**src/rtl/core/pso_pkg.sv**
```systemverilog
// ---------------------------------------------------------------------------
// pso_pkg
// Types and constants shared by the shape overlay cells and the top level.
// ---------------------------------------------------------------------------
`default_nettype none

package pso_pkg;

   localparam int CountWidth = 4;
   localparam int CoordWidth = 8;
   localparam int StyleWidth = 8;
   localparam int FormWidth  = 2;
   localparam int SlotWidth  = 3;

   localparam logic [StyleWidth-1:0] BG_STYLE = 8'd126;

   localparam logic [FormWidth-1:0] FORM_OFF     = 2'd0;
   localparam logic [FormWidth-1:0] FORM_DIAMOND = 2'd1;
   localparam logic [FormWidth-1:0] FORM_CIRCLE  = 2'd2;

   localparam logic REQ_WRITE = 1'b0;
   localparam logic REQ_PIXEL = 1'b1;

   localparam int REG_SHAPE_COUNT = 0;

   // item travelling down the cell chain
   typedef struct packed {
      logic                  valid;
      logic                  req_type;
      logic [SlotWidth-1:0]  slot;
      logic [CoordWidth-1:0] pos_x;
      logic [CoordWidth-1:0] pos_y;
      logic [CoordWidth-1:0] radius;
      logic [StyleWidth-1:0] style;
      logic [FormWidth-1:0]  form;
      logic                  found;
      logic [StyleWidth-1:0] style_res;
   } link_type;

endpackage

`default_nettype wire

```
**src/rtl/core/pso_cell.sv**
```systemverilog
// ---------------------------------------------------------------------------
// pso_cell
// One table slot of the overlay: stores a shape, tests passing pixels
// against it and hands every item on to the next cell.
// ---------------------------------------------------------------------------
`default_nettype none

module pso_cell #(
   parameter int CELL_INDEX = 0
) (
   input  wire logic                             clock,
   input  wire logic                             reset,
   input  wire logic                             advance,
   input  wire logic [pso_pkg::CountWidth-1:0]   shape_count,
   input  wire pso_pkg::link_type                link_in,
   output pso_pkg::link_type                     link_out
);
   import pso_pkg::*;

   logic [CoordWidth-1:0]   cx_ff, cy_ff, rad_ff;
   logic [2*CoordWidth-1:0] rad_sq_ff;
   logic [StyleWidth-1:0]   sty_ff;
   logic [FormWidth-1:0]    form_ff;
   link_type                link_ff, link_in_next;

   logic [CoordWidth-1:0]   dx, dy;
   logic [CoordWidth:0]     l1;
   logic [2*CoordWidth-1:0] dx_sq, dy_sq;
   logic [2*CoordWidth:0]   l2_sq;
   logic                    in_range, covers, load;

   always_comb begin
      dx = (link_in.pos_x >= cx_ff) ? (link_in.pos_x - cx_ff) : (cx_ff - link_in.pos_x);
      dy = (link_in.pos_y >= cy_ff) ? (link_in.pos_y - cy_ff) : (cy_ff - link_in.pos_y);
      l1    = {1'b0, dx} + {1'b0, dy};
      dx_sq = dx * dx;
      dy_sq = dy * dy;
      l2_sq = {1'b0, dx_sq} + {1'b0, dy_sq};
      in_range = int'(shape_count) > CELL_INDEX;
      case (form_ff)
         FORM_DIAMOND: covers = l1 <= {1'b0, rad_ff};
         FORM_CIRCLE:  covers = l2_sq <= {1'b0, rad_sq_ff};
         default:      covers = 1'b0;
      endcase
      load = link_in.valid && (link_in.req_type == REQ_WRITE)
             && (int'(link_in.slot) == CELL_INDEX);

      link_in_next = link_in;
      // first covering slot wins
      if (link_in.valid && (link_in.req_type == REQ_PIXEL) && !link_in.found
          && in_range && covers) begin
         link_in_next.found     = 1'b1;
         link_in_next.style_res = sty_ff;
      end
   end

   always_ff @(posedge clock) begin
      if (reset) begin
         form_ff <= FORM_OFF;
         link_ff <= '0;
      end else if (advance) begin
         link_ff <= link_in_next;
         if (load) begin
            form_ff <= link_in.form;
         end
      end
   end

   always_ff @(posedge clock) begin
      if (advance && load) begin
         cx_ff     <= link_in.pos_x;
         cy_ff     <= link_in.pos_y;
         rad_ff    <= link_in.radius;
         rad_sq_ff <= link_in.radius * link_in.radius;
         sty_ff    <= link_in.style;
      end
   end

   assign link_out = link_ff;

endmodule

`default_nettype wire

```
**src/rtl/core/priority_shape_overlay.sv**
```systemverilog
// ---------------------------------------------------------------------------
// priority_shape_overlay
// Priority overlay of a small table of diamond and circle shapes.
// ---------------------------------------------------------------------------
// Usage:
//   req_ channel: a transfer with req_type 0 loads table slot req_slot with
//   a shape; req_type 1 asks about pixel (req_pos_x, req_pos_y).
//   rsp_ channel: one transfer per pixel item, none per write item. rsp_hit
//   tells whether a shape covers the pixel, rsp_style_out gives the style of
//   the first covering slot below shape_count, else the background code 126.
//   shape_count sits at byte address 0 of the APB port.
// Pipeline:
//   the table is a chain of MAX_SHAPES cells, one per slot; every item walks
//   the chain one cell per cycle while the chain is not frozen, and a pixel's
//   result is registered once more after the last cell. One item is taken per cycle
//   while req_ready is high, writes included, so a write lands in program order between the pixels around it.
// Reset clears shape_count and disables every slot; no clearing pass.
// A stalled rsp_ready freezes the whole chain and drops req_ready until the
// waiting result is taken.
// ---------------------------------------------------------------------------
`default_nettype none

module priority_shape_overlay #(
   parameter int MAX_SHAPES = 8
) (
   input  wire logic                            clock,
   input  wire logic                            reset,

   input  wire logic                            req_valid,
   output logic                                 req_ready,
   input  wire logic                            req_type,
   input  wire logic [pso_pkg::SlotWidth-1:0]   req_slot,
   input  wire logic [pso_pkg::CoordWidth-1:0]  req_pos_x,
   input  wire logic [pso_pkg::CoordWidth-1:0]  req_pos_y,
   input  wire logic [pso_pkg::CoordWidth-1:0]  req_radius,
   input  wire logic [pso_pkg::StyleWidth-1:0]  req_style,
   input  wire logic [pso_pkg::FormWidth-1:0]   req_form,

   output logic                                 rsp_valid,
   input  wire logic                            rsp_ready,
   output logic                                 rsp_hit,
   output logic [pso_pkg::StyleWidth-1:0]       rsp_style_out,

   input  wire logic                            psel,
   input  wire logic                            penable,
   input  wire logic                            pwrite,
   input  wire logic [2:0]                      paddr,
   input  wire logic [31:0]                     pwdata,
   output logic [31:0]                          prdata,
   output logic                                 pready
);
   import pso_pkg::*;

   logic [CountWidth-1:0]  shape_count_ff;
   logic                   rsp_valid_ff;
   logic                   rsp_hit_ff;
   logic [StyleWidth-1:0]  rsp_style_ff;
   logic                   advance;
   logic                   reg_sel;
   link_type               links [0:MAX_SHAPES];
   link_type               tail;

   // register index from the word address
   assign reg_sel = (int'(paddr[2]) == REG_SHAPE_COUNT);
   assign pready  = 1'b1;

   always_ff @(posedge clock) begin
      if (reset) begin
         shape_count_ff <= '0;
      end else if (psel && penable && pwrite && pready && reg_sel) begin
         shape_count_ff <= pwdata[CountWidth-1:0];
      end
   end

   always_comb begin
      prdata = '0;
      if (reg_sel) begin
         prdata = {{(32-CountWidth){1'b0}}, shape_count_ff};
      end
   end

   assign advance   = !rsp_valid_ff || rsp_ready;
   assign req_ready = advance;

   always_comb begin
      links[0].valid     = req_valid;
      links[0].req_type  = req_type;
      links[0].slot      = req_slot;
      links[0].pos_x     = req_pos_x;
      links[0].pos_y     = req_pos_y;
      links[0].radius    = req_radius;
      links[0].style     = req_style;
      links[0].form      = req_form;
      links[0].found     = 1'b0;
      links[0].style_res = BG_STYLE;
   end

   for (genvar g = 0; g < MAX_SHAPES; g++) begin : g_cell
      pso_cell #(
         .CELL_INDEX (g)
      ) u_cell (
         .clock       (clock),
         .reset       (reset),
         .advance     (advance),
         .shape_count (shape_count_ff),
         .link_in     (links[g]),
         .link_out    (links[g+1])
      );
   end

   assign tail = links[MAX_SHAPES];

   always_ff @(posedge clock) begin
      if (reset) begin
         rsp_valid_ff <= 1'b0;
      end else if (advance) begin
         rsp_valid_ff <= tail.valid && (tail.req_type == REQ_PIXEL);
      end
   end

   always_ff @(posedge clock) begin
      if (advance) begin
         rsp_hit_ff   <= tail.found;
         rsp_style_ff <= tail.style_res;
      end
   end

   assign rsp_valid     = rsp_valid_ff;
   assign rsp_hit       = rsp_hit_ff;
   assign rsp_style_out = rsp_style_ff;

   // a miss always carries the background style
   a_miss_background: assert property (@(posedge clock) disable iff (reset)
      rsp_valid_ff && !rsp_hit_ff |-> rsp_style_ff == BG_STYLE)
      else $error("miss without background style");

   // only pixel items leaving the chain become results
   a_pixel_only: assert property (@(posedge clock) disable iff (reset)
      advance |=> rsp_valid_ff == $past(tail.valid && (tail.req_type == REQ_PIXEL)))
      else $error("result does not match chain tail");

   // nothing is offered right after reset
   a_reset_empty: assert property (@(posedge clock)
      !reset && $past(reset) |-> !rsp_valid_ff)
      else $error("result valid after reset");

endmodule

`default_nettype wire

```
**config.mk**
```make
export PLATFORM = sky130hd
export DESIGN_NAME = priority_shape_overlay
export DESIGN_NICKNAME = d
export VERILOG_FILES = /design/src/rtl/core/pso_pkg.sv /design/src/rtl/core/pso_cell.sv /design/src/rtl/core/priority_shape_overlay.sv
export SDC_FILE = /design/constraint.sdc
export NUM_CORES = 2
export LEC_CHECK = 0
export ABC_AREA = 0
export ABC_CLOCK_PERIOD_IN_PS = 25100
export BUFFER_PORTS_ARGS = -buffer_cell sky130_fd_sc_hd__buf_2
export CELL_PAD_IN_SITES_DETAIL_PLACEMENT = 1
export CELL_PAD_IN_SITES_GLOBAL_PLACEMENT = 1
export CORE_MARGIN = 2
export CORE_UTILIZATION = 55
export CTS_BUF_LIST = sky130_fd_sc_hd__clkbuf_16
export DETAILED_ROUTE_END_ITERATION = 7
export PLACE_DENSITY_LB_ADDON = 0.1
export SYNTH_ARGS = -nofsm -noshare
export SYNTH_HDL_FRONTEND = slang
export SYNTH_SLANG_ARGS = --single-unit
export TNS_END_PERCENT = 50
```
**constraint.sdc**
```tcl
create_clock -name clock -period 25.1 [get_ports clock]
set_clock_uncertainty 0.2 [all_clocks]
set_input_delay 1.255 -clock clock [delete_from_list [all_inputs] [get_ports clock]]
set_output_delay 1.255 -clock clock [all_outputs]
set_load 0.03 [all_outputs]
```
==> impl_metrics.py <==
metrics = {
    "synth": {
        "synth_edf_count": 377,
        "ys_ff_latch": 745,
        "async_flop_share": 0,
        "yosys_warnings": 0,
        "ys_top_cells_by_area": "fa_1 21%, ha_1 17%, edfxtp_1 14%",
        "synth_top_flop_cell": "edfxtp_1",
        "synthesis.instances": 9134,
        "syn_area_per_cell_sq_um": 9.05,
        "synth_top_cell_area_share": 0.205,
        "seq_area_frac_synth": 0.226,
        "syn_area_sq_um": 82700,
        "yosys.area.top_type": "fa_1",
        "yosysUniqueCellTypes": 106,
    },
    "detailed_routing": {
        "first_pass_iters": 5,
        "avgRoutedWirePerCell_um": 19.8,
        "met3WireLength_um": 6650,
        "drc_errors": 0,
        "drtIter0Drc": 2634,
        "wl_um": 222000,
        "wl_met2_um": 115000,
        "viasPerCell": 5.53,
        "dr.max_layer_used": "met5",
        "drtAntennaViolNets": 0,
        "wl_met1_um": 91200,
        "num_vias": 62155,
    },
    "pwr": {
        "internal-power_mw": 5.43,
        "worst_ir_drop_vdd_mv": 0.342,
        "seqPwrFrac": 0.124,
        "leakage_nw": 43.5,
        "total_power_mw": 10.6,
        "net-switching-power_mw": 5.19,
        "switching_share": 0.489,
        "comb_power_share": 0.750,
        "clkPwrFrac": 0.127,
        "power_density_nw_per_um2": 120,
    },
    "layout": {
        "syn_to_final_growth_pct": 6.73,
        "layout-drive-gt1-share": 0.0425,
        "final_common_cell": "inv_1",
        "utilization": 0.590,
        "fillers": 17381,
        "fin_nets": 11231,
        "final_cell_mix": "1910 x inv_1, 1153 x ha_1, 964 x nand2_1",
    },
    "setup_path": {
        "path_buf_inv": 5,
        "arrival_ns": 12.85,
        "required_ns": 25.58,
        "cpMostUsedCell": "fa_1",
        "max_stage_delay_ns": 0.79,
        "end_kind": "flop",
        "slowest_stage": "xnor2_1",
        "critPathKind": "reg2reg",
        "r2r_slack_ns": 12.72,
        "critPathMaxFanout": 10,
        "start_kind": "flop",
        "critPathTopFamily": "adder cells",
    },
    "cts": {
        "clk_pin_slew_ns": 0.06,
        "cts_tree": "built",
        "postCtsHoldBufs": 0,
        "insertion_delay_ns": 0.73,
        "clk_path_buf_depth": 3,
        "cts_resized": 0,
        "cts-buffers-inserted": 90,
        "post-cts-setup-buffer-count": 0,
        "clkSinkCount": 745,
        "htree_num_levels": 3,
        "cts-root-buf": "clkbuf_16",
    },
    "global_routing": {
        "grtUsageTotal": 0.297,
        "antenna_found_initial": 8,
        "grt_max_degree": 133,
        "grt_first_pass_wirelength_um": 365000,
        "grt_overflow": 0,
        "grt_pass1_vias": 69608,
    },
    "floorplanning": {
        "die_w_um": 392,
        "die_h_um": 392,
        "start_util": 0.553,
        "pin_count": 124,
        "core_sq_um": 150000,
        "die-area_sq_um": 153000,
        "rows": 142,
    },
    "timing": {
        "fin_tns_setup_ns": 0,
        "max_slew_margin": 0.219,
        "worst_slack_ns": 12.72,
        "maxSlewViolCount": 0,
        "setup_viol": 0,
        "hold_viol": 0,
        "fin_crit_ns": 12.38,
        "period_share": 0.493,
        "worst_slew_pin_slew_ns": 1.17,
        "grt_setup_unrepaired": "no",
        "clock.fmax_mhz": 80.8,
    },
    "run": {
        "drv_cap": 0,
    },
    "placed_design": {
        "pre_cts_slack_ns": 12.75,
        "dpl.hpwl_um": 179000,
        "gp_routability_congestion": 0.875,
        "io_buffers": 64,
    },
    "status": {
        "status": "finished clean",
    },
    "worst_hold_path": {
        "hold_class": "reg2reg",
    },
}
[path summary, 6_finish.rpt]
| kind | end | cells past startpoint | start |
|---|---|---|---|
| worst max-delay path | g_cell[4].u_cell.link_out[0] | 36 | g_cell[3].u_cell.link_out[27] |
| worst min-delay path | g_cell[7].u_cell.sty_ff[7] | 0 | g_cell[6].u_cell.link_out[18] |
| worst max register to register | g_cell[4].u_cell.link_out[0] | 36 | g_cell[3].u_cell.link_out[27] |
| worst min register to register | g_cell[7].u_cell.sty_ff[7] | 0 | g_cell[6].u_cell.link_out[18] |
[synth_stat cells (71+ instances only)]
library cell,instances
a21oi_1,601
nand2b_1,71
dfxtp_1,368
nand2_1,964
edfxtp_1,377
nor2b_1,93
a211oi_1,79
nor2_1,652
mux2i_1,136
a21o_1,133
ha_1,1153
nor3_1,99
xor2_1,114
clkbuf_1,195
inv_1,1896
and2_1,152
o21ai_0,127
nand3_1,83
xnor2_1,283
fa_1,848
[power groups by stage]
stage          Combinational, mW  Sequential [mW]  Clock (mW)
5_1_grt                     9.08             1.32        1.41
6_report                    7.97             1.32        1.34
4_1_cts                     8.04             1.32        1.37
2_1_floorplan               5.81             1.33           0
3_3_place_gp                7.42             1.34           0
3_5_place_dp                7.87             1.34           0
[area by class of cell]
type / instances / area (sq um) / share of cell area
antenna: 5 / 12.5 / 0.000142
clock buffer: 97 / 2430 / 0.0275
clock inverter: 71 / 611 / 0.00692
inverter: 1902 / 7150 / 0.0810
multi-input combinational: 6270 / 55900 / 0.634
sequential: 745 / 18700 / 0.212
tap: 2016 / 2520 / 0.0286
timing repair buffer: 141 / 908 / 0.0103
[layer usage]
metal,global-route usage,vias to the layer above
li1,-,29373
met1,0.356,31468
met2,0.547,924
met3,0.0302,388
met4,0.115,2
met5,0,-
[stage by stage]
step	hold WS, ns	area, sq um	instances
floorplan	0.206	82800	9163
global placement	0.215	85200	11074
detailed placement	0.217	85200	11074
CTS	0.231	88200	11242
global route	0.241	88200	11246
finish	0.230	88200	11247
[flip-flops by register name (all words and copies together), names as in the netlist]
name,flops
rsp_valid,1
g_cell.u_cell.sty_ff,64
shape_count_ff,4
g_cell.u_cell.rad_sq_ff,120
g_cell.u_cell.form_ff,16
g_cell.u_cell.cx_ff,64
rsp_hit,1
rsp_style_out,8
g_cell.u_cell.rad_ff,56
g_cell.u_cell.link_out,347
g_cell.u_cell.cy_ff,64
[cells by family (layout without fill, tap and decap cells)]
| family | after synthesis | after routing | share of synthesized area |
|---|---|---|---|
| xor+xnor | 403 | 403 | 0.0434 |
| compound gates | 1356 | 1356 | 0.106 |
| simple gates | 2313 | 2313 | 0.125 |
| mux | 166 | 166 | 0.0206 |
| buf+inv | 2148 | 2211 | 0.0993 |
| flops | 745 | 745 | 0.226 |
| fa+ha+maj | 2001 | 2001 | 0.380 |
| other cells | 2 | 36 | 0.0000908 |
Note: power is estimated with default switching activity, not from simulation.
